`config.mk`:
```
export PLATFORM = sky130hd
export DESIGN_NAME = stylus_window_averager
export DESIGN_NICKNAME = d
export VERILOG_FILES = /design/src/hdl/swa_pkg.sv /design/src/hdl/swa_divider.sv /design/src/hdl/stylus_window_averager.sv
export SDC_FILE = /design/constraint.sdc
export NUM_CORES = 1
export LEC_CHECK = 0
export BUFFER_PORTS_ARGS = -buffer_cell sky130_fd_sc_hd__clkbuf_2
export CAP_MARGIN = 10
export CORE_MARGIN = 2
export CORE_UTILIZATION = 35
export CTS_BUF_LIST = sky130_fd_sc_hd__clkbuf_4 sky130_fd_sc_hd__clkbuf_8 sky130_fd_sc_hd__clkbuf_16
export CTS_CLUSTER_DIAMETER = 150
export DETAILED_ROUTE_END_ITERATION = 6
export GPL_ROUTABILITY_DRIVEN = 0
export GPL_TIMING_DRIVEN = 0
export SETUP_SLACK_MARGIN = 0.1
export SLEW_MARGIN = 5
export SYNTH_ARGS = -nofsm -noshare
export SYNTH_HDL_FRONTEND = slang
export SYNTH_SLANG_ARGS = --single-unit
```
`constraint.sdc`:
```
create_clock -name clk_i -period 5.2 [get_ports clk_i]
set_input_delay 0.52 -clock clk_i [delete_from_list [all_inputs] [get_ports clk_i]]
set_output_delay 0.52 -clock clk_i [all_outputs]
set_load 0.05 [all_outputs]
```
`src/hdl/swa_pkg.sv`:
```
// Package with the shared constants, types and helper functions of the stylus window averager.
`default_nettype none

package swa_pkg;

  // Ring depth and stored coordinate width.
  localparam int RING_SLOTS = 8;
  localparam int COORD_BITS = 12;

  // Derived widths.
  localparam int IDX_W    = (RING_SLOTS > 1) ? $clog2(RING_SLOTS) : 1;
  localparam int CNT_W    = $clog2(RING_SLOTS + 1);
  localparam int SUM_W    = COORD_BITS + CNT_W;
  localparam int DCNT_W   = $clog2(SUM_W + 1);
  localparam int AGE_W    = 16;
  localparam int WIN_W    = 16;
  localparam int OUT_W    = 12;
  localparam int USED_W   = 4;

  localparam logic [AGE_W-1:0]  AgeMax     = '1;
  localparam logic [WIN_W-1:0]  WindowInit = WIN_W'(100);
  localparam logic [CNT_W-1:0]  UsedMax    = CNT_W'((1 << USED_W) - 1);

  // Input item opcodes.
  typedef enum logic [1:0] {
    MODE_SAMPLE = 2'd0,
    MODE_TICK   = 2'd1,
    MODE_START  = 2'd2,
    MODE_STOP   = 2'd3
  } mode_e;

  // Emission causes.
  localparam logic CAUSE_FIRST = 1'b0;
  localparam logic CAUSE_TIMER = 1'b1;

  // Status of the serial divider.
  typedef struct packed {
    logic busy;
    logic done;
  } div_stat_t;

  // Map a quotient onto the 12-bit output field.
  function automatic logic [OUT_W-1:0] to_out(logic [SUM_W-1:0] q);
    logic [31:0] wide;
    wide = 32'(q);
    return wide[OUT_W-1:0];
  endfunction

  // Saturate the slot count to the samples_used field.
  function automatic logic [USED_W-1:0] sat_used(logic [CNT_W-1:0] n);
    logic [31:0] wide;
    wide = (n > UsedMax) ? 32'(UsedMax) : 32'(n);
    return wide[USED_W-1:0];
  endfunction

endpackage

`default_nettype wire

```
`src/hdl/swa_divider.sv`:
```
// Restoring serial divider, one quotient bit per cycle, for the window averager.
`default_nettype none

module swa_divider import swa_pkg::*; (
  input  wire logic             clk_i,
  input  wire logic             rst_ni,
  input  wire logic             start_i,
  input  wire logic [SUM_W-1:0] dividend_i,
  input  wire logic [CNT_W-1:0] divisor_i,
  output div_stat_t             stat_o,
  output logic      [SUM_W-1:0] quotient_o
);

  logic [SUM_W-1:0]  dvd_q, dvd_d;
  logic [CNT_W-1:0]  rem_q, rem_d;
  logic [DCNT_W-1:0] cnt_q, cnt_d;
  logic              busy_q, busy_d;
  logic              done_q, done_d;

  logic [CNT_W:0]    trial;
  logic              fits;

  // One shift-and-subtract step on the partial remainder.
  assign trial = {rem_q, dvd_q[SUM_W-1]};
  assign fits  = (trial >= {1'b0, divisor_i});

  always_comb begin
    dvd_d  = dvd_q;
    rem_d  = rem_q;
    cnt_d  = cnt_q;
    busy_d = busy_q;
    done_d = 1'b0;
    if (start_i) begin
      dvd_d  = dividend_i;
      rem_d  = '0;
      cnt_d  = DCNT_W'(SUM_W);
      busy_d = 1'b1;
    end else if (busy_q) begin
      rem_d = fits ? CNT_W'(trial - {1'b0, divisor_i}) : CNT_W'(trial);
      dvd_d = {dvd_q[SUM_W-2:0], fits};
      cnt_d = cnt_q - DCNT_W'(1);
      if (cnt_q == DCNT_W'(1)) begin
        busy_d = 1'b0;
        done_d = 1'b1;
      end
    end
  end

  // Control state.
  always_ff @(posedge clk_i or negedge rst_ni) begin
    if (!rst_ni) begin
      busy_q <= 1'b0;
      done_q <= 1'b0;
      cnt_q  <= '0;
    end else begin
      busy_q <= busy_d;
      done_q <= done_d;
      cnt_q  <= cnt_d;
    end
  end

  // Datapath registers.
  always_ff @(posedge clk_i) begin
    dvd_q <= dvd_d;
    rem_q <= rem_d;
  end

  assign stat_o.busy = busy_q;
  assign stat_o.done = done_q;
  assign quotient_o  = dvd_q;

endmodule

`default_nettype wire

```
`src/hdl/stylus_window_averager.sv`:
```
// Top level of the stylus window averager: ring of samples, timer, slot walk and output register.
//
//   channel | direction | handshake                  | payload
//   --------+-----------+----------------------------+----------------------------------------
//   in      | input     | in_valid_i / in_ready_o    | mode_i, pos_x_i, pos_y_i
//   out     | output    | out_valid_o / out_ready_i  | avg_x_o, avg_y_o, samples_used_o, cause_o
//   cfg     | input     | cfg_valid_i / cfg_ready_o  | cfg_data_i (window_ms)
//
// Requests that start no slot walk leave the sequencer idle and ready. A first sample or an expiring tick
// starts a walk over every slot, then an x and a y divider pass, each a load, SUM_W steps and a done
// strobe, and then the output register load; with no young slot the walk ends in idle with no result.
// Reset clears all control state at once; slots are gated by valid bits, so no clearing pass.
// A result waits in the output register while out_ready_i is low and requests keep being
// taken; a later result then waits in its final state until the register frees up.
`default_nettype none

module stylus_window_averager import swa_pkg::*; (
  input  wire logic              clk_i,
  input  wire logic              rst_ni,
  // Input requests.
  input  wire logic              in_valid_i,
  output logic                   in_ready_o,
  input  wire logic [1:0]        mode_i,
  input  wire logic [11:0]       pos_x_i,
  input  wire logic [11:0]       pos_y_i,
  // Results.
  output logic                   out_valid_o,
  input  wire logic              out_ready_i,
  output logic [OUT_W-1:0]       avg_x_o,
  output logic [OUT_W-1:0]       avg_y_o,
  output logic [USED_W-1:0]      samples_used_o,
  output logic                   cause_o,
  // Configuration write.
  input  wire logic              cfg_valid_i,
  output logic                   cfg_ready_o,
  input  wire logic [WIN_W-1:0]  cfg_data_i
);

  typedef enum logic [4:0] {
    ST_IDLE  = 5'b00001,
    ST_SUM   = 5'b00010,
    ST_DIV_X = 5'b00100,
    ST_DIV_Y = 5'b01000,
    ST_DONE  = 5'b10000
  } state_e;

  state_e            state_q, state_d;

  logic [WIN_W-1:0]  window_q;
  logic [COORD_BITS-1:0] slot_x_q [RING_SLOTS];
  logic [COORD_BITS-1:0] slot_y_q [RING_SLOTS];
  logic [AGE_W-1:0]  slot_age_q [RING_SLOTS];
  logic [RING_SLOTS-1:0] slot_valid_q;
  logic [IDX_W-1:0]  write_slot_q;
  logic              first_pending_q;
  logic              timer_running_q;
  logic [WIN_W-1:0]  timer_left_q;

  logic [IDX_W-1:0]  idx_q, idx_d;
  logic [SUM_W-1:0]  sx_q, sx_d, sy_q, sy_d;
  logic [CNT_W-1:0]  n_q, n_d;
  logic              cause_q, cause_d;
  logic [SUM_W-1:0]  qx_q, qx_d, qy_q, qy_d;
  logic              div_start_q, div_start_d;

  logic              out_valid_q, out_valid_d;
  logic [OUT_W-1:0]  avg_x_q, avg_y_q;
  logic [USED_W-1:0] used_q;
  logic              out_cause_q;
  logic              out_load;

  logic              in_accept;
  logic              is_sample, is_tick, is_start, is_stop;
  logic              expire;
  logic              hit;
  logic              last_idx;
  logic [CNT_W-1:0]  n_next;
  logic [31:0]       px_wide, py_wide;

  div_stat_t         div_stat;
  logic [SUM_W-1:0]  div_quot;

  // Request decode.
  assign in_ready_o = (state_q == ST_IDLE);
  assign in_accept  = in_valid_i && in_ready_o;
  assign cfg_ready_o = 1'b1;

  always_comb begin
    is_sample = 1'b0;
    is_tick   = 1'b0;
    is_start  = 1'b0;
    is_stop   = 1'b0;
    unique case (mode_e'(mode_i))
      MODE_SAMPLE: is_sample = 1'b1;
      MODE_TICK:   is_tick   = 1'b1;
      MODE_START:  is_start  = 1'b1;
      MODE_STOP:   is_stop   = 1'b1;
      default:     is_stop   = 1'b1;
    endcase
  end

  assign expire  = is_tick && timer_running_q && (timer_left_q <= WIN_W'(1));
  assign px_wide = 32'(pos_x_i);
  assign py_wide = 32'(pos_y_i);

  // Window register.
  always_ff @(posedge clk_i or negedge rst_ni) begin
    if (!rst_ni) begin
      window_q <= WindowInit;
    end else if (cfg_valid_i && cfg_ready_o) begin
      window_q <= cfg_data_i;
    end
  end

  // Ring payload: a sample fills one slot, a tick ages every slot that is not yet at AgeMax.
  always_ff @(posedge clk_i) begin
    for (int i = 0; i < RING_SLOTS; i++) begin
      if (in_accept && is_sample && (write_slot_q == IDX_W'(i))) begin
        slot_x_q[i]   <= px_wide[COORD_BITS-1:0];
        slot_y_q[i]   <= py_wide[COORD_BITS-1:0];
        slot_age_q[i] <= '0;
      end else if (in_accept && is_tick && (slot_age_q[i] != AgeMax)) begin
        slot_age_q[i] <= slot_age_q[i] + AGE_W'(1);
      end
    end
  end

  // Ring control, first-sample flag and timer.
  always_ff @(posedge clk_i or negedge rst_ni) begin
    if (!rst_ni) begin
      slot_valid_q    <= '0;
      write_slot_q    <= '0;
      first_pending_q <= 1'b1;
      timer_running_q <= 1'b0;
      timer_left_q    <= '0;
    end else if (in_accept) begin
      if (is_sample) begin
        slot_valid_q[write_slot_q] <= 1'b1;
        write_slot_q <= (write_slot_q == IDX_W'(RING_SLOTS - 1)) ? '0
                                                                 : write_slot_q + IDX_W'(1);
        first_pending_q <= 1'b0;
      end
      if (is_tick && timer_running_q) begin
        timer_left_q <= expire ? window_q : timer_left_q - WIN_W'(1);
      end
      if (is_start) begin
        timer_running_q <= 1'b1;
        timer_left_q    <= window_q;
      end
      if (is_stop) begin
        timer_running_q <= 1'b0;
        first_pending_q <= 1'b1;
      end
    end
  end

  // Slot walk: one slot is checked and accumulated per cycle.
  assign hit      = slot_valid_q[idx_q] && (32'(slot_age_q[idx_q]) < 32'(window_q));
  assign last_idx = (idx_q == IDX_W'(RING_SLOTS - 1));
  assign n_next   = n_q + (hit ? CNT_W'(1) : CNT_W'(0));
  assign out_load = !out_valid_q || out_ready_i;

  // Sequencer.
  always_comb begin
    state_d     = state_q;
    idx_d       = idx_q;
    sx_d        = sx_q;
    sy_d        = sy_q;
    n_d         = n_q;
    cause_d     = cause_q;
    qx_d        = qx_q;
    qy_d        = qy_q;
    div_start_d = 1'b0;
    unique case (state_q)
      ST_IDLE: begin
        if (in_accept && ((is_sample && first_pending_q) || expire)) begin
          state_d = ST_SUM;
          idx_d   = '0;
          sx_d    = '0;
          sy_d    = '0;
          n_d     = '0;
          cause_d = is_sample ? CAUSE_FIRST : CAUSE_TIMER;
        end
      end
      ST_SUM: begin
        if (hit) begin
          sx_d = sx_q + SUM_W'(slot_x_q[idx_q]);
          sy_d = sy_q + SUM_W'(slot_y_q[idx_q]);
        end
        n_d   = n_next;
        idx_d = idx_q + IDX_W'(1);
        if (last_idx) begin
          if (n_next == '0) begin
            state_d = ST_IDLE;
          end else begin
            state_d     = ST_DIV_X;
            div_start_d = 1'b1;
          end
        end
      end
      ST_DIV_X: begin
        if (div_stat.done) begin
          qx_d        = div_quot;
          state_d     = ST_DIV_Y;
          div_start_d = 1'b1;
        end
      end
      ST_DIV_Y: begin
        if (div_stat.done) begin
          qy_d    = div_quot;
          state_d = ST_DONE;
        end
      end
      ST_DONE: begin
        if (out_load) begin
          state_d = ST_IDLE;
        end
      end
      default: state_d = ST_IDLE;
    endcase
  end

  always_ff @(posedge clk_i or negedge rst_ni) begin
    if (!rst_ni) begin
      state_q     <= ST_IDLE;
      div_start_q <= 1'b0;
      idx_q       <= '0;
      n_q         <= '0;
    end else begin
      state_q     <= state_d;
      div_start_q <= div_start_d;
      idx_q       <= idx_d;
      n_q         <= n_d;
    end
  end

  always_ff @(posedge clk_i) begin
    sx_q    <= sx_d;
    sy_q    <= sy_d;
    cause_q <= cause_d;
    qx_q    <= qx_d;
    qy_q    <= qy_d;
  end

  // Shared divider: x sum first, then y sum, both by the count of slots inside the window.
  swa_divider u_div (
    .clk_i      (clk_i),
    .rst_ni     (rst_ni),
    .start_i    (div_start_q),
    .dividend_i ((state_q == ST_DIV_Y) ? sy_q : sx_q),
    .divisor_i  (n_q),
    .stat_o     (div_stat),
    .quotient_o (div_quot)
  );

  // Output register.
  always_comb begin
    out_valid_d = out_valid_q;
    if (out_valid_q && out_ready_i) begin
      out_valid_d = 1'b0;
    end
    if ((state_q == ST_DONE) && out_load) begin
      out_valid_d = 1'b1;
    end
  end

  always_ff @(posedge clk_i or negedge rst_ni) begin
    if (!rst_ni) begin
      out_valid_q <= 1'b0;
    end else begin
      out_valid_q <= out_valid_d;
    end
  end

  always_ff @(posedge clk_i) begin
    if ((state_q == ST_DONE) && out_load) begin
      avg_x_q     <= to_out(qx_q);
      avg_y_q     <= to_out(qy_q);
      used_q      <= sat_used(n_q);
      out_cause_q <= cause_q;
    end
  end

  assign out_valid_o    = out_valid_q;
  assign avg_x_o        = avg_x_q;
  assign avg_y_o        = avg_y_q;
  assign samples_used_o = used_q;
  assign cause_o        = out_cause_q;

  // A result never reports an empty average.
  a_used_nonzero: assert property (@(posedge clk_i) disable iff (!rst_ni)
    out_valid_o |-> (samples_used_o != '0))
    else $error("result with zero samples");

  // The divider only runs while the sequencer waits on it.
  a_div_idle: assert property (@(posedge clk_i) disable iff (!rst_ni)
    ((state_q == ST_IDLE) || (state_q == ST_SUM) || (state_q == ST_DONE)) |-> !div_stat.busy)
    else $error("divider busy outside a divide phase");

  // An expiring tick reloads the countdown from the window.
  a_timer_reload: assert property (@(posedge clk_i) disable iff (!rst_ni)
    (in_accept && expire) |=> (timer_left_q == $past(window_q)))
    else $error("timer not reloaded on expiry");

  // An expiring tick always starts a slot walk.
  a_expire_walk: assert property (@(posedge clk_i) disable iff (!rst_ni)
    (in_accept && expire) |=> (state_q == ST_SUM) && (idx_q == '0))
    else $error("expiry did not start the slot walk");

endmodule

`default_nettype wire
```
Word level (Yosys, flattened, before mapping)
Memory sizes are Yosys's and may differ from the RTL's. Index checks and enable logic that the tools add are counted.

Bits in registers: 172. RAM bits: 320. Bits of input ports: 47. Output and inout bits: 32. Word-level logic and storage cells: 296. Memories: 3.

Memory list: slot_age_q (depth 8, bits a word 16, read ports 9, clocked after memory_dff 0, wr ports 8, line stylus_window_averager.sv:52) `logic [AGE_W-1:0] slot_age_q [RING_SLOTS];`; slot_x_q (depth 8, bits a word 12, read ports 1, clocked after memory_dff 0, wr ports 1, line stylus_window_averager.sv:50) `logic [COORD_BITS-1:0] slot_x_q [RING_SLOTS];`; slot_y_q (depth 8, bits a word 12, read ports 1, clocked after memory_dff 0, wr ports 1, line stylus_window_averager.sv:51) `logic [COORD_BITS-1:0] slot_y_q [RING_SLOTS];`.

Add/sub/neg operators: 16. Magnitude comparators: 7. Equal/unequal tests: 31. Mux-type cells: 142. Bitwise logic cells: 9. Reduce and logical (&&, ||, !) cells: 63.

Operators with widths (number): $mux 16 (17); $mux 12 (14); $reduce_or 12->1 (14); $add 16x1->16 const B (8); $ne 16x16->1 const B (8); $mux 1 (77); $pmux 16 s2 (2); $mux 3 (17); $mux 5 (7); $add 16x12->16 (2); $logic_and 1x1->1 (27); $pmux 5 s5 (1); $le 16x1->1 const B (1); $lt 16x16->1 (1); $reduce_and 2->1 (8); $sub 16x1->16 const B (1); $eq 3x3->1 const B (5); $reduce_bool 2->1 (6); $eq 5x1->1 const B (2); $lt 3x4->1 const B (2); $mux 4 (2); $or 1x1->1 (8); $or 8x8->8 (1); $pmux 4 s2 (1); other kinds (28) (36).

Logic depth before layout (Yosys ltp)
Depth after elaboration: 14. Gate-level depth with buffers: 18. Mapped depth without buffers: 15.

By module
A second synthesis with hierarchy kept.

Cell total of the unflattened synthesis: 1727. Area total of the unflattened synthesis: 23842.9 um^2.

By module, submodules not included: stylus_window_averager (instances 1, cells an instance 1619, area an instance 22471.6 um^2); swa_divider (instances 1, cells an instance 108, area an instance 1371.3 um^2).

Worst setup path before layout
Ideal clock, no wire load.

Path kind: reg-to-reg. Start: reg idx_q[0]. End: reg sx_q[0] (enable). Library setup time: 0.388 ns. Arrival: 3.574 ns. Required time: 4.812 ns. Slack: 1.238 ns. Cell stages (with the launch flop): 12. Path buffers: 2. Period minus slack after synthesis: 3.962 ns. Cells stage by stage: dfrtp_1 > buf_2 > buf_2 > mux4_2 > mux2_2 > ha_1 > a21oi_1 > a21oi_1 > a2111oi_0 > o21ai_0 > a31oi_1 > a21o_1.

Word-level cells in the longest chain between the ends: 5. Elaborated cells between the ends (all ways): 7. Those cells by class: 1 x order compare; 1 x eq/ne; 2 x mux; 2 x reduce/logical; 1 x memory.

Ends and longest elaborated chain: from (decl) (line stylus_window_averager.sv:59) `logic [IDX_W-1:0] idx_q, idx_d;`; from (signal assigned) (line stylus_window_averager.sv:232) `idx_q <= idx_d;`; $mem_v2 8x16 / $bmux 1 s3 (equally long branches); $lt 16x16->1 / $mux 1 (equally long branches) (line stylus_window_averager.sv:158) `assign hit = slot_valid_q[idx_q] && (32'(slot_age_q[idx_q]) < 32'(window_q));`; $logic_and 1x1->1 (*) (line stylus_window_averager.sv:158); $ne 2x2->1 (no line) (*); $reduce_and 3->1 (no line) (*); to (signal assigned) (line stylus_window_averager.sv:238) `sx_q <= sx_d;`; to (decl) (line stylus_window_averager.sv:60) `logic [SUM_W-1:0] sx_q, sx_d, sy_q, sy_d;`.

Every way passes the cells marked *; elsewhere a longest branch is shown, timed or not. The select of a mux whose other input is x is not followed. A chain may end at the register's enable or synchronous reset.

Worst setup path in the final report
Start: reg idx_q[0]. End: reg state_q[0].

Word-level cells in the longest chain between the ends: 9. Elaborated cells between the ends (all ways): 14. Those cells by class: 1 x add/sub; 1 x order compare; 2 x eq/ne; 6 x mux; 3 x reduce/logical; 1 x memory.

Ends and longest elaborated chain: $mem_v2 8x16 / $bmux 1 s3 (equally long branches); $lt 16x16->1 / $mux 1 (equally long branches) (line stylus_window_averager.sv:158); $logic_and 1x1->1 (line stylus_window_averager.sv:158); $mux 1 (line stylus_window_averager.sv:160) `assign n_next = n_q + (hit ? CNT_W'(1) : CNT_W'(0));`; $add 4x1->4 (line stylus_window_averager.sv:160); $logic_not 4->1 (line stylus_window_averager.sv:193) `if (n_next == '0) begin`; $mux 3 (line stylus_window_averager.sv:193); $mux 5 (line stylus_window_averager.sv:192) `if (last_idx) begin`; $pmux 5 s5 (line stylus_window_averager.sv:174) `unique case (state_q)`; to (signal assigned) (line stylus_window_averager.sv:230) `state_q <= state_d;`; to (decl) (line stylus_window_averager.sv:47) `state_e state_q, state_d;`.

Parallel ways exist; a longest one is shown, timed or not. The select of a mux whose other input is x is not followed.

==> results.ini <==
[outcome]
status=complete, but fails checks
failed_checks=DRC

[critical_path]
cp.arrival_ps=5300
crit_slowest_cell=mux4_2
cp-start-kind=register
path_buf_inv=2
reg2regPathDepth=15
criticalPathCategory=register to register
end_kind=register
cp.required_ps=5720
critical_path.top_delay_family=compound AO/OA/AOI/OAI gates
path_depth=15
crit_fanout=10
critical-path-max-stage-delay_ps=600
path_cells=buf_2, buf_2, mux4_2, mux2_2, ha_1, a21oi_1, a21oi_1, a2111oi_0, o21ai_0, a31oi_1, ha_1, ha_1, nor3_1, a21oi_1, o32ai_1
r2r_slack_ps=420

[die]
rows=95
ios=79
die_h_um=263
core_mm2=0.0668
die_w_um=263
initial_utilization_pct=35.2
die_area_mm2=0.0693

[cts]
clock-root-buffer=clkbuf_16
clk_latency_ps=630
cts_tree=built
cts_setup_buffers=0
clk_pin_slew_worst_paths_ps=60
clock_sinks=492
cts_max_path_buffers=3
numCtsBuffers=53
h-tree-depth=2

[detailed_routing]
viasPerCell=5.20
dr.pass1.iters=7
vias=14600
drc_errors=2
drtAntennaViolNets=0
initialDrtViolationCount=1092
wl_um=54400
wl_per_cell_um=19.4

[grt]
grt_pass1_wl_um=84600
grtUsageTotal_pct=15.6
antenna_found_initial=7
grt_max_degree=57
grt_pass1_vias=14800
grt_overflow_total=0

[logic_synthesis]
synth_area_leaders=edfxtp_1, mux4_2, dfrtp_1
ys_seq_elements=492
ys_seq_area_share_pct=61.3
synthDistinctLibCells=76
synth.avg_cell_area_um2=13.5
synth.cell_area_mm2=0.0235
synth_top_area_cell=edfxtp_1
yosys_warnings=0
yosys-top-cells-count=edfxtp_1, nor2_1, nand2_1
synth_top_cell_area_share_pct=53.9
syn_inst=1741
synth-edff-count=422
ys_async_sr_fraction_pct=13.4
synth_nets=1860
yosysMostFrequentCell=edfxtp_1
ys.flop_type=edfxtp_1

[run]
max_cap_viol_count=0

[cells_and_area]
fin_util_pct=40.5
layout.nets=2002
drive_gt1_share_pct=18.2
area_growth_pct=15.0
nFillCells=6207

[worst_hold_path]
hold_path.class=input pin to register
hold_depth=2

[timing]
setup-violations-final=0
finalCritPeriodShare_pct=91.9
rsz0062_at_grt=no
post-route-min-period_ps=4780
final.setup_skew_ps=29.1
hold_viol=0
tns_ps=0
fmax_mhz=209
report.final.slew_viol_count=0
relSlewSlack_pct=21.3
tightest_slew_ps=1180

[pwr]
p_leak_nw=9.62
power_density_mw_per_mm2=470
vdd_drop_max_uv=274

[placement]
hpwl_um=38800
port_buffers=77

cells by family (layout without fill, tap and decap cells):
| family | count (synthesis) | in the layout | share of synthesized area [%] |
|---|---|---|---|
| buf+inv | 132 | 318 | 2.45 |
| fa+ha+maj | 72 | 72 | 3.93 |
| mux | 143 | 143 | 10.6 |
| flops | 492 | 492 | 61.3 |
| other cells | 1 | 2 | 0.0160 |
| compound gates | 215 | 215 | 5.65 |
| simple gates | 550 | 550 | 11.0 |
| xor+xnor | 136 | 136 | 5.07 |
stage by stage:
step           power (W)  instance area (um2)  std cells  setup slack, ps  hold WS, ps
2_1_floorplan    0.00784                23500       1741             1240          224
4_1_cts           0.0128                27000       2799              163         71.0
6_report          0.0127                27000       2801              420          111
3_3_place_gp     0.00883                25000       2691             -131          403
5_1_grt           0.0134                27000       2801              109          102
3_5_place_dp     0.00896                25200       2699              185          402
flip-flops by register name (all words and copies together), names as in the netlist, 16 cells and up:
| register | flops |
|---|---|
| sy_q | 16 |
| slot_x_q | 96 |
| u_div.quotient_o | 16 |
| slot_age_q | 128 |
| window_q | 16 |
| timer_left_q | 16 |
| slot_y_q | 96 |
| sx_q | 16 |
worst register-to-register path, stage by stage, from the launching register on:
cell       delay, ps
dfrtp_1          480
buf_2            370
buf_2            400
mux4_2           600
mux2_2           330
ha_1             320
a21oi_1          160
a21oi_1           80
a2111oi_0        430
o21ai_0          180
a31oi_1          260
ha_1             230
ha_1             240
nor3_1           210
a21oi_1          110
o32ai_1          290
report_power, final:
part	internal (W)	switching, W	total [W]
logic	0.00176	0.00218	0.00394
registers	0.00466	0.000320	0.00497
clock network	0.00216	0.00162	0.00379
cells in the final DEF, fill, tap and decap left out, drive strengths merged, types with 6 or more instances in the layout:
cell type and instances:
a211oi 7, ha 69, a31o 6, mux4 81, xnor2 55, buf 43, or3 6, clkbuf 165
and3 26, nand4 19, clkinv 30, dfrtp 61, nor4 9, nor3 25, xor2 81, o21a 8
nand2 114, nor2b 13, nand2b 14, nor2 226, a31oi 10, nand3 65, a21o 18, inv 69
mux2i 21, a21oi 68, mux2 41, o21ai 60, edfxtp 422, and4 8
final timing paths:
kind                               end        start
max in group asynchronous   state_q[0]       rst_ni
min                        out_valid_o  out_ready_i
min in group asynchronous  window_q[1]       rst_ni
max                         state_q[0]     idx_q[0]
min reg2reg                 avg_y_o[6]      qy_q[6]
max reg2reg                 state_q[0]     idx_q[0]
metal layers:
| metal | track usage, % | up-vias | part of all wire (%) |
|---|---|---|---|
| met5 | 0 | - | 0.12 |
| met4 | 4.83 | 12 | 2.1 |
| met3 | 2.97 | 78 | 5.8 |
| met2 | 25.5 | 352 | 47 |
| met1 | 21.1 | 7350 | 45 |
| li1 | - | 6781 | - |
what timing repair did:
action,in CTS,in global routing
resized for setup,0,2
hold buffers,1,0
setup endpoints to repair,0,35
hold endpoints to repair,10,0
final cells by class:
class | count | area, um2 | share of cell area, %
Tap cell | 873 | 1090 | 4.04
Buffer | 64 | 323 | 1.19
Sequential cell | 492 | 14400 | 53.3
Clock buffer | 58 | 1360 | 5.05
Antenna cell | 1 | 2.50 | 0.00926
Inverter | 68 | 255 | 0.944
Timing Repair Buffer | 87 | 646 | 2.39
Clock inverter | 41 | 403 | 1.49
Multi-Input combinational cell | 1117 | 8530 | 31.6
(Power assumes the default switching activity.)
